`src/rtl/slxfp_pkg.sv`:
```
`timescale 1ns / 1ps

package slxfp_pkg;

  // bytes counted into the frame before the payload: length byte plus command bytes
  localparam int HEADER_BYTES = 3;

  localparam int CFG_INDEX_W = 4;

  localparam logic [CFG_INDEX_W-1:0] CFG_START_BYTE = CFG_INDEX_W'(0);
  localparam logic [CFG_INDEX_W-1:0] CFG_MAX_LENGTH = CFG_INDEX_W'(1);

  localparam logic [7:0] START_BYTE_RESET = 8'd254;
  localparam logic [7:0] MAX_LENGTH_RESET = 8'd191;

  localparam logic [1:0] KIND_BYTE = 2'd0;
  localparam logic [1:0] KIND_GOOD = 2'd1;
  localparam logic [1:0] KIND_BAD  = 2'd2;

  typedef struct packed {
    logic [1:0] kind;
    logic [7:0] value;
    logic [7:0] position;
  } res_t;

endpackage

```
`src/rtl/sof_length_xor_frame_parser_unit.sv`:
```
`timescale 1ns / 1ps

// channel | ports                                    | transfer when
// --------+------------------------------------------+------------------------
// in      | in_valid, in_stall, in_rx_byte           | in_valid && !in_stall
// out     | out_valid, out_stall, out_kind/value/pos | out_valid && !out_stall
// cfg     | cfg_valid, cfg_ready, cfg_index, cfg_data| cfg_valid && cfg_ready
//
// one byte per cycle unless in_stall; a result goes to out_* as its byte transfers,
// or to the skid entry while out_* is held. the rate is set by the frame state update,
// one step per byte, plus an output register backed by a single skid entry.
// in_stall rises only once the output register and the skid entry both hold results.
// rst_n is synchronous: parser returns to hunting, registers take their reset values.
// cfg_ready is always high; writes to unknown indexes are dropped.

module sof_length_xor_frame_parser_unit #(
  parameter int HeaderBytes = slxfp_pkg::HEADER_BYTES
) (
  input  logic                             clk,
  input  logic                             rst_n,
  input  logic                             in_valid,
  output logic                             in_stall,
  input  logic [7:0]                       in_rx_byte,
  output logic                             out_valid,
  input  logic                             out_stall,
  output logic [1:0]                       out_kind,
  output logic [7:0]                       out_value,
  output logic [7:0]                       out_position,
  input  logic                             cfg_valid,
  output logic                             cfg_ready,
  input  logic [slxfp_pkg::CFG_INDEX_W-1:0] cfg_index,
  input  logic [7:0]                       cfg_data
);

  logic            in_accept;
  logic            res_valid;
  slxfp_pkg::res_t res;
  logic            new_res;
  logic            out_free;

  logic [7:0]      start_byte_r;
  logic [7:0]      max_length_r;
  logic            out_valid_r;
  slxfp_pkg::res_t out_r;
  logic            skid_valid_r;
  slxfp_pkg::res_t skid_r;

  assign cfg_ready = 1'b1;
  assign in_stall  = skid_valid_r;
  assign in_accept = in_valid && !skid_valid_r;
  assign new_res   = in_accept && res_valid;
  assign out_free  = !out_valid_r || !out_stall;

  always_ff @(posedge clk) begin
    if (!rst_n) begin
      start_byte_r <= slxfp_pkg::START_BYTE_RESET;
      max_length_r <= slxfp_pkg::MAX_LENGTH_RESET;
    end else if (cfg_valid && cfg_ready) begin
      if (cfg_index == slxfp_pkg::CFG_START_BYTE) start_byte_r <= cfg_data;
      if (cfg_index == slxfp_pkg::CFG_MAX_LENGTH) max_length_r <= cfg_data;
    end
  end

  slxfp_core #(
    .HeaderBytes (HeaderBytes)
  ) u_core (
    .clk        (clk),
    .rst_n      (rst_n),
    .accept     (in_accept),
    .in_byte    (in_rx_byte),
    .start_byte (start_byte_r),
    .max_length (max_length_r),
    .res_valid  (res_valid),
    .res        (res)
  );

  // output register with one skid entry behind it
  always_ff @(posedge clk) begin
    if (!rst_n) begin
      out_valid_r  <= 1'b0;
      skid_valid_r <= 1'b0;
    end else if (out_free) begin
      out_valid_r  <= skid_valid_r || new_res;
      skid_valid_r <= 1'b0;
    end else if (new_res) begin
      skid_valid_r <= 1'b1;
    end
  end

  always_ff @(posedge clk) begin
    if (out_free) begin
      out_r <= skid_valid_r ? skid_r : res;
    end
    if (!out_free && new_res) begin
      skid_r <= res;
    end
  end

  assign out_valid    = out_valid_r;
  assign out_kind     = out_r.kind;
  assign out_value    = out_r.value;
  assign out_position = out_r.position;

endmodule

```
`src/rtl/slxfp_core.sv`:
```
`timescale 1ns / 1ps

module slxfp_core #(
  parameter int HeaderBytes = slxfp_pkg::HEADER_BYTES
) (
  input  logic              clk,
  input  logic              rst_n,
  input  logic              accept,
  input  logic [7:0]        in_byte,
  input  logic [7:0]        start_byte,
  input  logic [7:0]        max_length,
  output logic              res_valid,
  output slxfp_pkg::res_t   res
);

  typedef enum logic [1:0] {
    ST_HUNT,
    ST_LEN,
    ST_DATA,
    ST_FCS
  } stage_t;

  stage_t     stage_r, stage_nxt;
  logic [7:0] byte_index_r, byte_index_nxt;
  logic [7:0] frame_length_r, frame_length_nxt;
  logic [7:0] running_xor_r, running_xor_nxt;

  logic [8:0] total_sum;
  logic [7:0] total_sat;
  logic [7:0] idx_base;
  logic [7:0] xor_base;
  logic [7:0] len_base;
  logic [7:0] idx_inc;

  assign total_sum = {1'b0, in_byte} + 9'(HeaderBytes);
  assign total_sat = total_sum[8] ? 8'hFF : total_sum[7:0];

  // the length byte restarts the frame counters
  assign idx_base = (stage_r == ST_LEN) ? 8'd0 : byte_index_r;
  assign xor_base = (stage_r == ST_LEN) ? 8'd0 : running_xor_r;
  assign len_base = (stage_r == ST_LEN) ? total_sat : frame_length_r;
  assign idx_inc  = idx_base + 8'd1;

  always_comb begin
    stage_nxt        = stage_r;
    byte_index_nxt   = byte_index_r;
    frame_length_nxt = frame_length_r;
    running_xor_nxt  = running_xor_r;
    res_valid        = 1'b0;
    res.kind         = slxfp_pkg::KIND_BYTE;
    res.value        = in_byte;
    res.position     = idx_base;
    case (stage_r)
      ST_HUNT: begin
        if (in_byte == start_byte) stage_nxt = ST_LEN;
      end
      ST_LEN, ST_DATA: begin
        if ((stage_r == ST_LEN) && (in_byte > max_length)) begin
          stage_nxt = ST_HUNT;
        end else begin
          res_valid        = 1'b1;
          frame_length_nxt = len_base;
          running_xor_nxt  = xor_base ^ in_byte;
          byte_index_nxt   = idx_inc;
          if ((idx_inc == len_base) || (idx_inc == 8'd0)) stage_nxt = ST_FCS;
          else stage_nxt = ST_DATA;
        end
      end
      ST_FCS: begin
        stage_nxt    = ST_HUNT;
        res_valid    = 1'b1;
        res.kind     = (in_byte == running_xor_r) ? slxfp_pkg::KIND_GOOD
                                                   : slxfp_pkg::KIND_BAD;
        res.position = 8'd0;
      end
      default: begin
        stage_nxt = ST_HUNT;
      end
    endcase
  end

  always_ff @(posedge clk) begin
    if (!rst_n) begin
      stage_r        <= ST_HUNT;
      byte_index_r   <= 8'd0;
      frame_length_r <= 8'd0;
      running_xor_r  <= 8'd0;
    end else if (accept) begin
      stage_r        <= stage_nxt;
      byte_index_r   <= byte_index_nxt;
      frame_length_r <= frame_length_nxt;
      running_xor_r  <= running_xor_nxt;
    end
  end

endmodule

```
`config.mk`:
```
export PLATFORM = sky130hd
export DESIGN_NAME = sof_length_xor_frame_parser_unit
export DESIGN_NICKNAME = d
export VERILOG_FILES = /design/src/rtl/slxfp_pkg.sv /design/src/rtl/sof_length_xor_frame_parser_unit.sv /design/src/rtl/slxfp_core.sv
export SDC_FILE = /design/constraint.sdc
export NUM_CORES = 1
export LEC_CHECK = 0
export BUFFER_PORTS_ARGS = -buffer_cell sky130_fd_sc_hd__buf_2
export CORE_AREA = 2 2 92 94
export DETAILED_ROUTE_END_ITERATION = 12
export DIE_AREA = 0 0 94 96
export GPL_ROUTABILITY_DRIVEN = 0
export PLACE_DENSITY = 0.75
export RECOVER_POWER = 50
export SLEW_MARGIN = 40
export SYNTH_ARGS = -nofsm -noshare
export SYNTH_HDL_FRONTEND = slang
export SYNTH_SLANG_ARGS = --single-unit
```
`constraint.sdc`:
```
create_clock -name clk -period 8.7 [get_ports clk]
set_input_delay 0.435 -clock clk [delete_from_list [all_inputs] [get_ports clk]]
set_output_delay 0.435 -clock clk [all_outputs]
set_load 0.005 [all_outputs]
```
* After elaboration in Yosys (flattened, before gate mapping)
Index checks and enable logic that the tools add are counted.
** Word-level totals
- Bits of input ports :: 25
- Register bits :: 80
- Output and inout port bits :: 21
** Operators by class
- $add $sub $neg :: 2
- $lt $le $gt $ge :: 1
- Bitwise gates (word level) :: 3
- Equal/unequal tests :: 8
- Reduce and logical (&&, ||, !) cells :: 20
- Muxes and demuxes :: 14
** Operators with widths (count)
- 8-bit two-way mux :: 5
- 8-bit equality test :: 3
- 18-bit two-way mux :: 1
- 8-bit by 2-bit adder with 9-bit output (second input constant) :: 1
- 8-bit by 1-bit adder with 8-bit output (second input constant) :: 1
- 8-bit > comparator :: 1
- 8-bit zero test :: 1
- 2-bit two-way mux :: 4
- 8-bit XOR :: 1
- 2-bit one-hot mux with 3 select lines :: 1
- 2-bit AND reduction :: 3
- 2-bit equality test (second input constant) :: 2
- 4-bit by 1-bit equality test with 1-bit output (second input constant) :: 1
- 1-bit logical AND :: 4
- 1-bit zero test :: 4
- 4-bit zero test :: 1
- 2-bit OR reduction :: 2
- 1-bit logical OR :: 3
- 3-bit AND reduction :: 1
- 2-bit by 1-bit equality test with 1-bit output (second input constant) :: 1
- 2-bit zero test :: 1
- 1-bit two-way mux :: 2
- 2-bit by 1-bit != test with 1-bit output (second input constant) :: 1
- 1-bit inverter :: 2
- 1-bit one-hot mux with 2 select lines :: 1

* Longest topological paths before layout
Gate-level depths: netlist of the first run.
- Depth after elaboration :: 8
- Gate-level depth with buffers :: 15
- Depth with buffers taken out :: 11

* By module
Synthesis of the first run repeated with hierarchy kept, for this count alone.
** Unflattened totals
- Cells, all modules :: 427
- Area total of the unflattened synthesis :: 4322.9 um2
** Modules (own cells, without submodules)
- slxfp_core :: area an instance 2257.2 um2, cells each 296, seq. area each 520.5 um2, instances 1
- sof_length_xor_frame_parser_unit :: area an instance 2065.7 um2, cells each 131, seq. area each 1441.4 um2, instances 1

* Least setup slack after synthesis of the first run
No wires, ideal clock.
- Kind :: input port to flip-flop
- Start :: in in_rx_byte[0]
- End :: reg skid_r[0] in the netlist's numbering, enable pin
- Path slack :: 4.967 ns
- Data arrival time :: 3.294 ns
- Cell stages on the path :: 9
- Cells stage by stage :: buf_6 inv_1 ha_1 nand4_1 o21ai_1 or2_1 nor3b_2 nor2_1 nor4_1
** On the way
- Word-level cells in the longest chain between the ends :: 6
** Ends and longest elaborated chain
- start, declared :: line sof_length_xor_frame_parser_unit.sv:23 : input logic [7:0] in_rx_byte,
- 8-bit > comparator :: line slxfp_core.sv:58 : if ((stage_r == ST_LEN) && (in_byte > max_length)) begin
- 1-bit logical AND :: line slxfp_core.sv:58
- 1-bit two-way mux :: line slxfp_core.sv:58
- 1-bit one-hot mux with 2 select lines :: line slxfp_core.sv:53 : case (stage_r)
- 1-bit logical AND :: line sof_length_xor_frame_parser_unit.sv:51 : assign new_res = in_accept && res_valid;
- 1-bit logical AND :: line sof_length_xor_frame_parser_unit.sv:94 : if (!out_free && new_res) begin
- end signal, assigned :: line sof_length_xor_frame_parser_unit.sv:95 : skid_r <= res;
- end, declared :: line sof_length_xor_frame_parser_unit.sv:46 : slxfp_pkg::res_t skid_r;
No other way between the ends.
A chain may end at the register's enable or synchronous reset.

* Final worst setup path of the first run
- Start :: reg u_core.stage_r[1]
- End :: reg u_core.stage_r[0]
** On the way
- Word-level cells in the longest chain between the ends :: 8
- Elaborated cells between the ends (all ways) :: 17
- Those cells by class :: add/sub: 1; eq/ne: 5; mux: 5; reduce/logical: 6
** Ends and longest elaborated chain
- start, declared :: line slxfp_core.sv:23 : stage_t stage_r, stage_nxt;
- start signal, assigned :: line slxfp_core.sv:89 : stage_r <= stage_nxt;
- 2-bit by 1-bit equality test with 1-bit output
- 8-bit two-way mux :: line slxfp_core.sv:39 : assign idx_base = (stage_r == ST_LEN) ? 8'd0 : byte_index_r;
- 8-bit by 1-bit adder with 8-bit output :: line slxfp_core.sv:42 : assign idx_inc = idx_base + 8'd1;
- 8-bit equality test or 8-bit zero test (tied branches) :: line slxfp_core.sv:65 : if ((idx_inc == len_base) || (idx_inc == 8'd0)) stage_nxt = ST_FCS;
- 1-bit logical OR :: line slxfp_core.sv:65
- 1-bit two-way mux :: line slxfp_core.sv:65
- 2-bit two-way mux :: line slxfp_core.sv:58
- 2-bit one-hot mux with 3 select lines :: line slxfp_core.sv:53
Several ways; a longest one is shown, not always the timed one.

==> metrics.md, run 1 <==
| Metric | Value |
|---|---|
| Status | complete, but fails checks |
| Failing checks | capacitance limit, slew limit |
| Crit path time final | 3060 ps |
| Worst Setup Path Type | flop to flop |
| Unrepaired setup endpoints after global routing | false |
| Initial core utilization | 0.540 |
| Commonest non-fill, non-tap cells in the layout | dfxtp_1 (44), nand2_1 (40), edfxtp_1 (36), buf_2 (25), nand3_1 (24) |
| # nets final | 490 |
| Number of DRC markers in iteration 0 | 293 |
| CTS H-tree lvls | 3 |
| Sink Count | 80 |
| Crit end category | flop |
| Final setup TNS | 0 ps |
| Worst-Skew Late Latency | 340 ps |
| Initial antenna violation count | 0 |
| Setup Skew | 9.05 ps |
| Core footprint | 8050 um^2 |
| Drt pass-1 iters | 5 |
| Seq/Total Area, Yosys | 0.451 |
| Die area | 9020 um^2 |
| Total number of yosys warnings | 0 |
| Syn Area/Cell | 10.3 um^2 |
| Startpoint Class | flop |
| Final hold vios | 0 |
| Commonest non-fill, non-tap cell in the layout | dfxtp_1 |
| P&R area growth vs syn | 8.86% |
| Dpl ws | 5650 ps |
| EDFF count, synth | 36 |
| Syn Inst Count | 423 |
| DP HPWL | 6660 um |
| Post-synth top area cell | edfxtp_1 |
| Final ANT Viol Nets | 0 |
| Fmax | 327 MHz |
| Total grt overflow | 0 |
| Max-slew headroom | -0.247 |
| Type of the tightest min-delay check | input port to flop |
| Synth top area share | 0.248 |
| Critical path peak fanout | 20 |
| Vias/cell | 5.87 |
| WL/cell | 17.5 um |
| Global Route Usage Sum | 0.233 |
| Total CTS buffers | 9 |
| Max-slew violations | 9 |
| # resized after CTS | 0 |
| First-pass GRT wire length | 16200 um |
| Maximum VDD drop | 0.0000778 V |
| Data arrival, critical path | 3330 ps |
| Max clock buf depth | 2 |
| Syn Nets | 461 |
| Die Ht | 96 um |
| Post-CTS Hold Buffers | 0 |
| TritonCTS clock tree | yes |
| N_diodes | 0 |
| Post-Syn Area | 4350 um^2 |
| Ports | 46 |
| Post-synth ARST share | 0 |
| MaxCap Viol Count | 1 |
| Vias in the first global route | 3208 |
| Cell Pwr Density | 154 nW/um^2 |
| Postcts setup bufs | 0 |
| Drc violations | 0 |
| Reg clk slew, reported paths | 80 ps |
| Main synth FF type | dfxtp_1 |
| Synth area leaders | edfxtp_1 (25%), dfxtp_1 (20%), mux2_2 (4.1%) |
| Leakage Power | 1.86 nW |
| Critical path required time | 8970 ps |
| Routed Wire Length | 9820 um |
| Row Count | 33 |
| Worst setup margin | 5640 ps |
| Seq cells post-synth | 80 |
| Netlist cell types | 59 |
| Layout cells sized above 1 | 0.173 |
| Largest net degree at the start of global routing | 66 |
| Port Buffers | 44 |
| Worst slew pin tran | 1850 ps |
| Die Width | 94 um |
| Via Count | 3301 |
| Final setup fails | 0 |
| Clock root cell | clkbuf_8 |
| Period Utilization, post-route | 0.351 |
## cell usage after synthesis (5+ instances only)
cell type and instances:
a21oi_1 13, mux2i_1 16, nor3_1 5, o21ai_0 22
buf_6 7, dfxtp_1 44, inv_1 16, xnor2_1 13
nand4_1 14, edfxtp_1 36, xor2_1 18, nand2_1 40
mux2_2 16, and2_1 12, clkbuf_1 9, ha_1 13
nand3_1 24, nor2b_1 11, nand4b_1 11, buf_2 7
nor2_1 11
## layout make-up
cell class / count / area [um^2]
fill: 689 / 3320
multi-input combinational: 298 / 2150
sequential: 80 / 1960
timing repair buffer: 47 / 223
clock buffer: 11 / 131
tap: 105 / 131
clock inverter: 5 / 81.3
inverter: 16 / 60.1
## cell families after synthesis
family,after synthesis,share of synthesized area
buffers and inverters,45,0.0555
AO/OA/AOI/OAI,67,0.105
AND/OR/NAND/NOR,151,0.200
flip-flops,80,0.451
other,1,0.000862
adder cells (fa/ha/maj),13,0.0374
multiplexers,33,0.0808
XOR/XNOR,33,0.0699
## report_power, final
part	total [mW]	internal (mW)	switching (mW)
Clock	0.295	0.162	0.133
Sequential	0.394	0.393	0.00124
Combinational	0.0420	0.0151	0.0269
Total	0.731	0.570	0.161
## stage by stage
| stage | power [mW] | utilization | cells | cell area [um^2] | hold WS, ps |
|---|---|---|---|---|---|
| 2_1_floorplan | 0.432 | - | 423 | 4350 | 443 |
| 3_3_place_gp | 0.443 | 0.565 | 546 | 4550 | 459 |
| 3_5_place_dp | 0.445 | 0.567 | 546 | 4560 | 462 |
| 4_1_cts | 0.737 | 0.593 | 562 | 4770 | 308 |
| 5_1_grt | 0.756 | 0.588 | 562 | 4740 | 313 |
| 6_report | 0.731 | 0.588 | 562 | 4740 | 320 |
## sequential cells by signal (all words and copies together) (netlist names)
register / count
max_length_r: 8
out_valid: 1
out_value: 8
out_kind: 2
u_core.frame_length_r: 8
u_core.stage_r: 2
start_byte_r: 8
u_core.byte_index_r: 8
skid_r: 18
out_position: 8
in_stall: 1
u_core.running_xor_r: 8
## per-layer routing
layer,global-route usage,wire [um]
met1,0.303,4420
met2,0.384,4670
met3,0.0352,449
met5,0,0
met4,0.111,280
## worst paths after layout
check                      startpoint                  endpoint  slack [ps]  cells after the start
min                       cfg_data[6]           start_byte_r[6]         320                      3
max reg2reg         u_core.stage_r[1]         u_core.stage_r[0]        5640                     12
max                 u_core.stage_r[1]         u_core.stage_r[0]        5640                     12
min reg2reg  u_core.frame_length_r[7]  u_core.frame_length_r[7]         480                      2
## worst max-delay path: stages (launching register included)
cell	delay [ps]
dfxtp_1	320
inv_1	90
ha_1	600
buf_4	380
nor2b_1	80
ha_1	350
nand3_2	150
xor2_1	300
xnor2_1	110
a21oi_1	170
a32o_1	170
o2111ai_1	120
o21ai_1	140
Power figures use the tool's default switching activity.
==> run 2, diff against run 1 <==
clock period = 2.9 ns   (was 8.7 ns; I/O delays follow)
==> run 2 against run 1 <==
Compared with the run above: total power rose to 2.9 times the previous value; sequential power rose to 3.0 times the previous value; sequential share of layout area down 0.066 points; combinational power rose to 3.0 times the previous value; global-route usage down 1.8 points; via count down 1.6%; largest cell class unchanged; worst setup slack worse by 5200 ps; hold slack worse by 310 ps; the flow still finishes with violations (capacitance limit, slew limit).
==> metrics.md, run 2 (same netlist as run 1, synthesis figures left out) <==
| Metric | Value |
|---|---|
| Largest net degree at the start of global routing | 36 (-45%) |
| Commonest non-fill, non-tap cells in the layout | dfxtp_1 (44), nand2_1 (40), edfxtp_1 (36), buf_2 (27), nand3_1 (24) |
| Worst slew pin tran | 1850 ps (-0.428 ps) |
| Core footprint | 8050 um^2 (unchanged) |
| Layout cells sized above 1 | 0.185 (+0.0119) |
| Period Utilization, post-route | 0.849 (+0.497) |
| Final setup fails | 0 (unchanged) |
| Int Power | 1.63 mW (+190%) |
| Port Buffers | 44 (unchanged) |
| N_diodes | 0 (unchanged) |
| Worst Hold Depth | 3 (unchanged) |
| Sink Count | 80 (unchanged) |
| Via Count | 3249 (-1.6%) |
| Share of power burned in the clock network | 0.393 (-0.011) |
| Crit end category | flop |
| Unrepaired setup endpoints after global routing | false |
| Net Sw Power | 524 uW (+220%) |
| Worst-Skew Late Latency | 360 ps (+20 ps) |
| Clock root cell | clkbuf_8 |
| Max-slew violations | 9 (unchanged) |
| Maximum VDD drop | 0.000219 V (+180%) |
| Worst r2r path cells | 11 (-1) |
| Setup Skew | 12.1 ps (+3.09 ps) |
| Die Ht | 96 um (unchanged) |
| Worst Setup Path Type | flop to flop |
| Failing checks | capacitance limit, slew limit |
| Ports | 46 (unchanged) |
| Startpoint Class | flop |
| Total CTS buffers | 9 (unchanged) |
| Post-CTS Hold Buffers | 0 (unchanged) |
| First-pass GRT wire length | 15100 um (-6.7%) |
| Switching Fraction | 0.243 (+0.0227) |
| Row Count | 33 (unchanged) |
| Worst setup margin | 438 ps (-5210 ps) |
| Die Width | 94 um (unchanged) |
| Crit path time final | 2460 ps (-595 ps) |
| Vias in the first global route | 3069 (-4.3%) |
| Fillers | 712 (+3.3%) |
| Leakage Power | 1.87 nW (+0.83%) |
| DP HPWL | 6400 um (-4.0%) |
| Global Route Usage Sum | 0.215 (-0.0183) |
| Final cell utilization of the core | 0.589 (+0.000932) |
| Drc violations | 0 (unchanged) |
| Dpl ws | 484 ps (-5160 ps) |
| Max clock buf depth | 2 (unchanged) |
| Reg with most FFs | skid_r |
| CTS H-tree lvls | 3 (unchanged) |
| WL/cell | 15.9 um (-8.7%) |
| Max-slew headroom | -0.247 (+0.000288) |
| Reg clk slew, reported paths | 90 ps (about the same) |
| # nets final | 493 (+0.61%) |
| Routed Wire Length | 9010 um (-8.2%) |
| Cell Pwr Density | 454 nW/um^2 (+190%) |
| Critical path peak fanout | 12 (-40%) |
| Final setup TNS | 0 ps (unchanged) |
| Sequential power share | 0.548 (+0.009) |
| Die area | 9020 um^2 (unchanged) |
| Vias/cell | 5.75 (-2.1%) |
| # resized after CTS | 0 (unchanged) |
| Initial antenna violation count | 0 (unchanged) |
| Power share of the combinational group | 0.059 (+0.002) |
| Data arrival, critical path | 2710 ps (-620 ps) |
| Type of the tightest min-delay check | input port to flop |
| Final hold vios | 0 (unchanged) |
| TritonCTS clock tree | yes |
| Final ANT Viol Nets | 0 (unchanged) |
| P&R area growth vs syn | 9.03% |
| Number of DRC markers in iteration 0 | 201 (-31%) |
| Total grt overflow | 0 (unchanged) |
| Drt pass-1 iters | 4 (-1) |
| Tot Pwr | 2.16 mW (+190%) |
| Status | complete, but fails checks |
| Commonest non-fill, non-tap cell in the layout | dfxtp_1 |
| Initial core utilization | 0.540 (unchanged) |
| Critical path required time | 3150 ps (-5820 ps) |
| Postcts setup bufs | 0 (unchanged) |
| Largest register FFs | 18 (unchanged) |
| MaxCap Viol Count | 1 (unchanged) |
| Worst hold slack | 13.2 ps (-306 ps) |
| Fmax | 406 MHz (+24%) |
[run 2: critical path: stages, from the launching register on]
cell and delay [ps]:
dfxtp_1 350, inv_1 70, ha_1 320, nor2b_1 170, ha_1 400, nand3_2 140, xor2_1 300, xnor2_1 160
a21oi_1 50, a32o_1 200, o2111ai_1 100, o21ai_1 90
[run 2: final cells by class]
| class | count | area, um^2 | share of cell area |
|---|---|---|---|
| sequential | 80 | 1960 | 0.414 |
| inverter | 16 | 60.1 | 0.0127 |
| clock inverter | 7 | 77.6 | 0.0164 |
| clock buffer | 9 | 124 | 0.0261 |
| multi-input combinational | 298 | 2150 | 0.453 |
| tap | 105 | 131 | 0.0277 |
| timing repair buffer | 50 | 241 | 0.0509 |
[run 2: final timing paths]
check,from,end,slack [ps]
max,u_core.stage_r[1],u_core.stage_r[0],440
min reg2reg,u_core.frame_length_r[7],u_core.frame_length_r[7],470
min,cfg_data[1],start_byte_r[1],10
max reg2reg,u_core.stage_r[1],u_core.stage_r[0],440
[run 2: routing by layer]
metal,share of wire,routed length [um],track usage
met5,0,0,0
met4,0.015,135,0.0761
met3,0.051,460,0.0478
met2,0.47,4210,0.343
met1,0.47,4200,0.289
[run 2: power groups by stage]
| stage | Combinational [mW] | Sequential, mW | Clock [mW] |
|---|---|---|---|
| final | 0.127 | 1.18 | 0.846 |
| after global routing | 0.139 | 1.18 | 0.906 |
| after CTS | 0.131 | 1.18 | 0.857 |
| after detailed placement | 0.130 | 1.21 | 0 |
| after global placement | 0.125 | 1.21 | 0 |
| after floorplan | 0.0865 | 1.21 | 0 |
[run 2: per-stage QoR]
| stage | instances | area (um^2) |
|---|---|---|
| after global routing | 565 | 4740 |
| after global placement | 549 | 4580 |
| after CTS | 565 | 4780 |
| after floorplan | 423 | 4360 |
| after detailed placement | 549 | 4580 |
| final | 565 | 4740 |
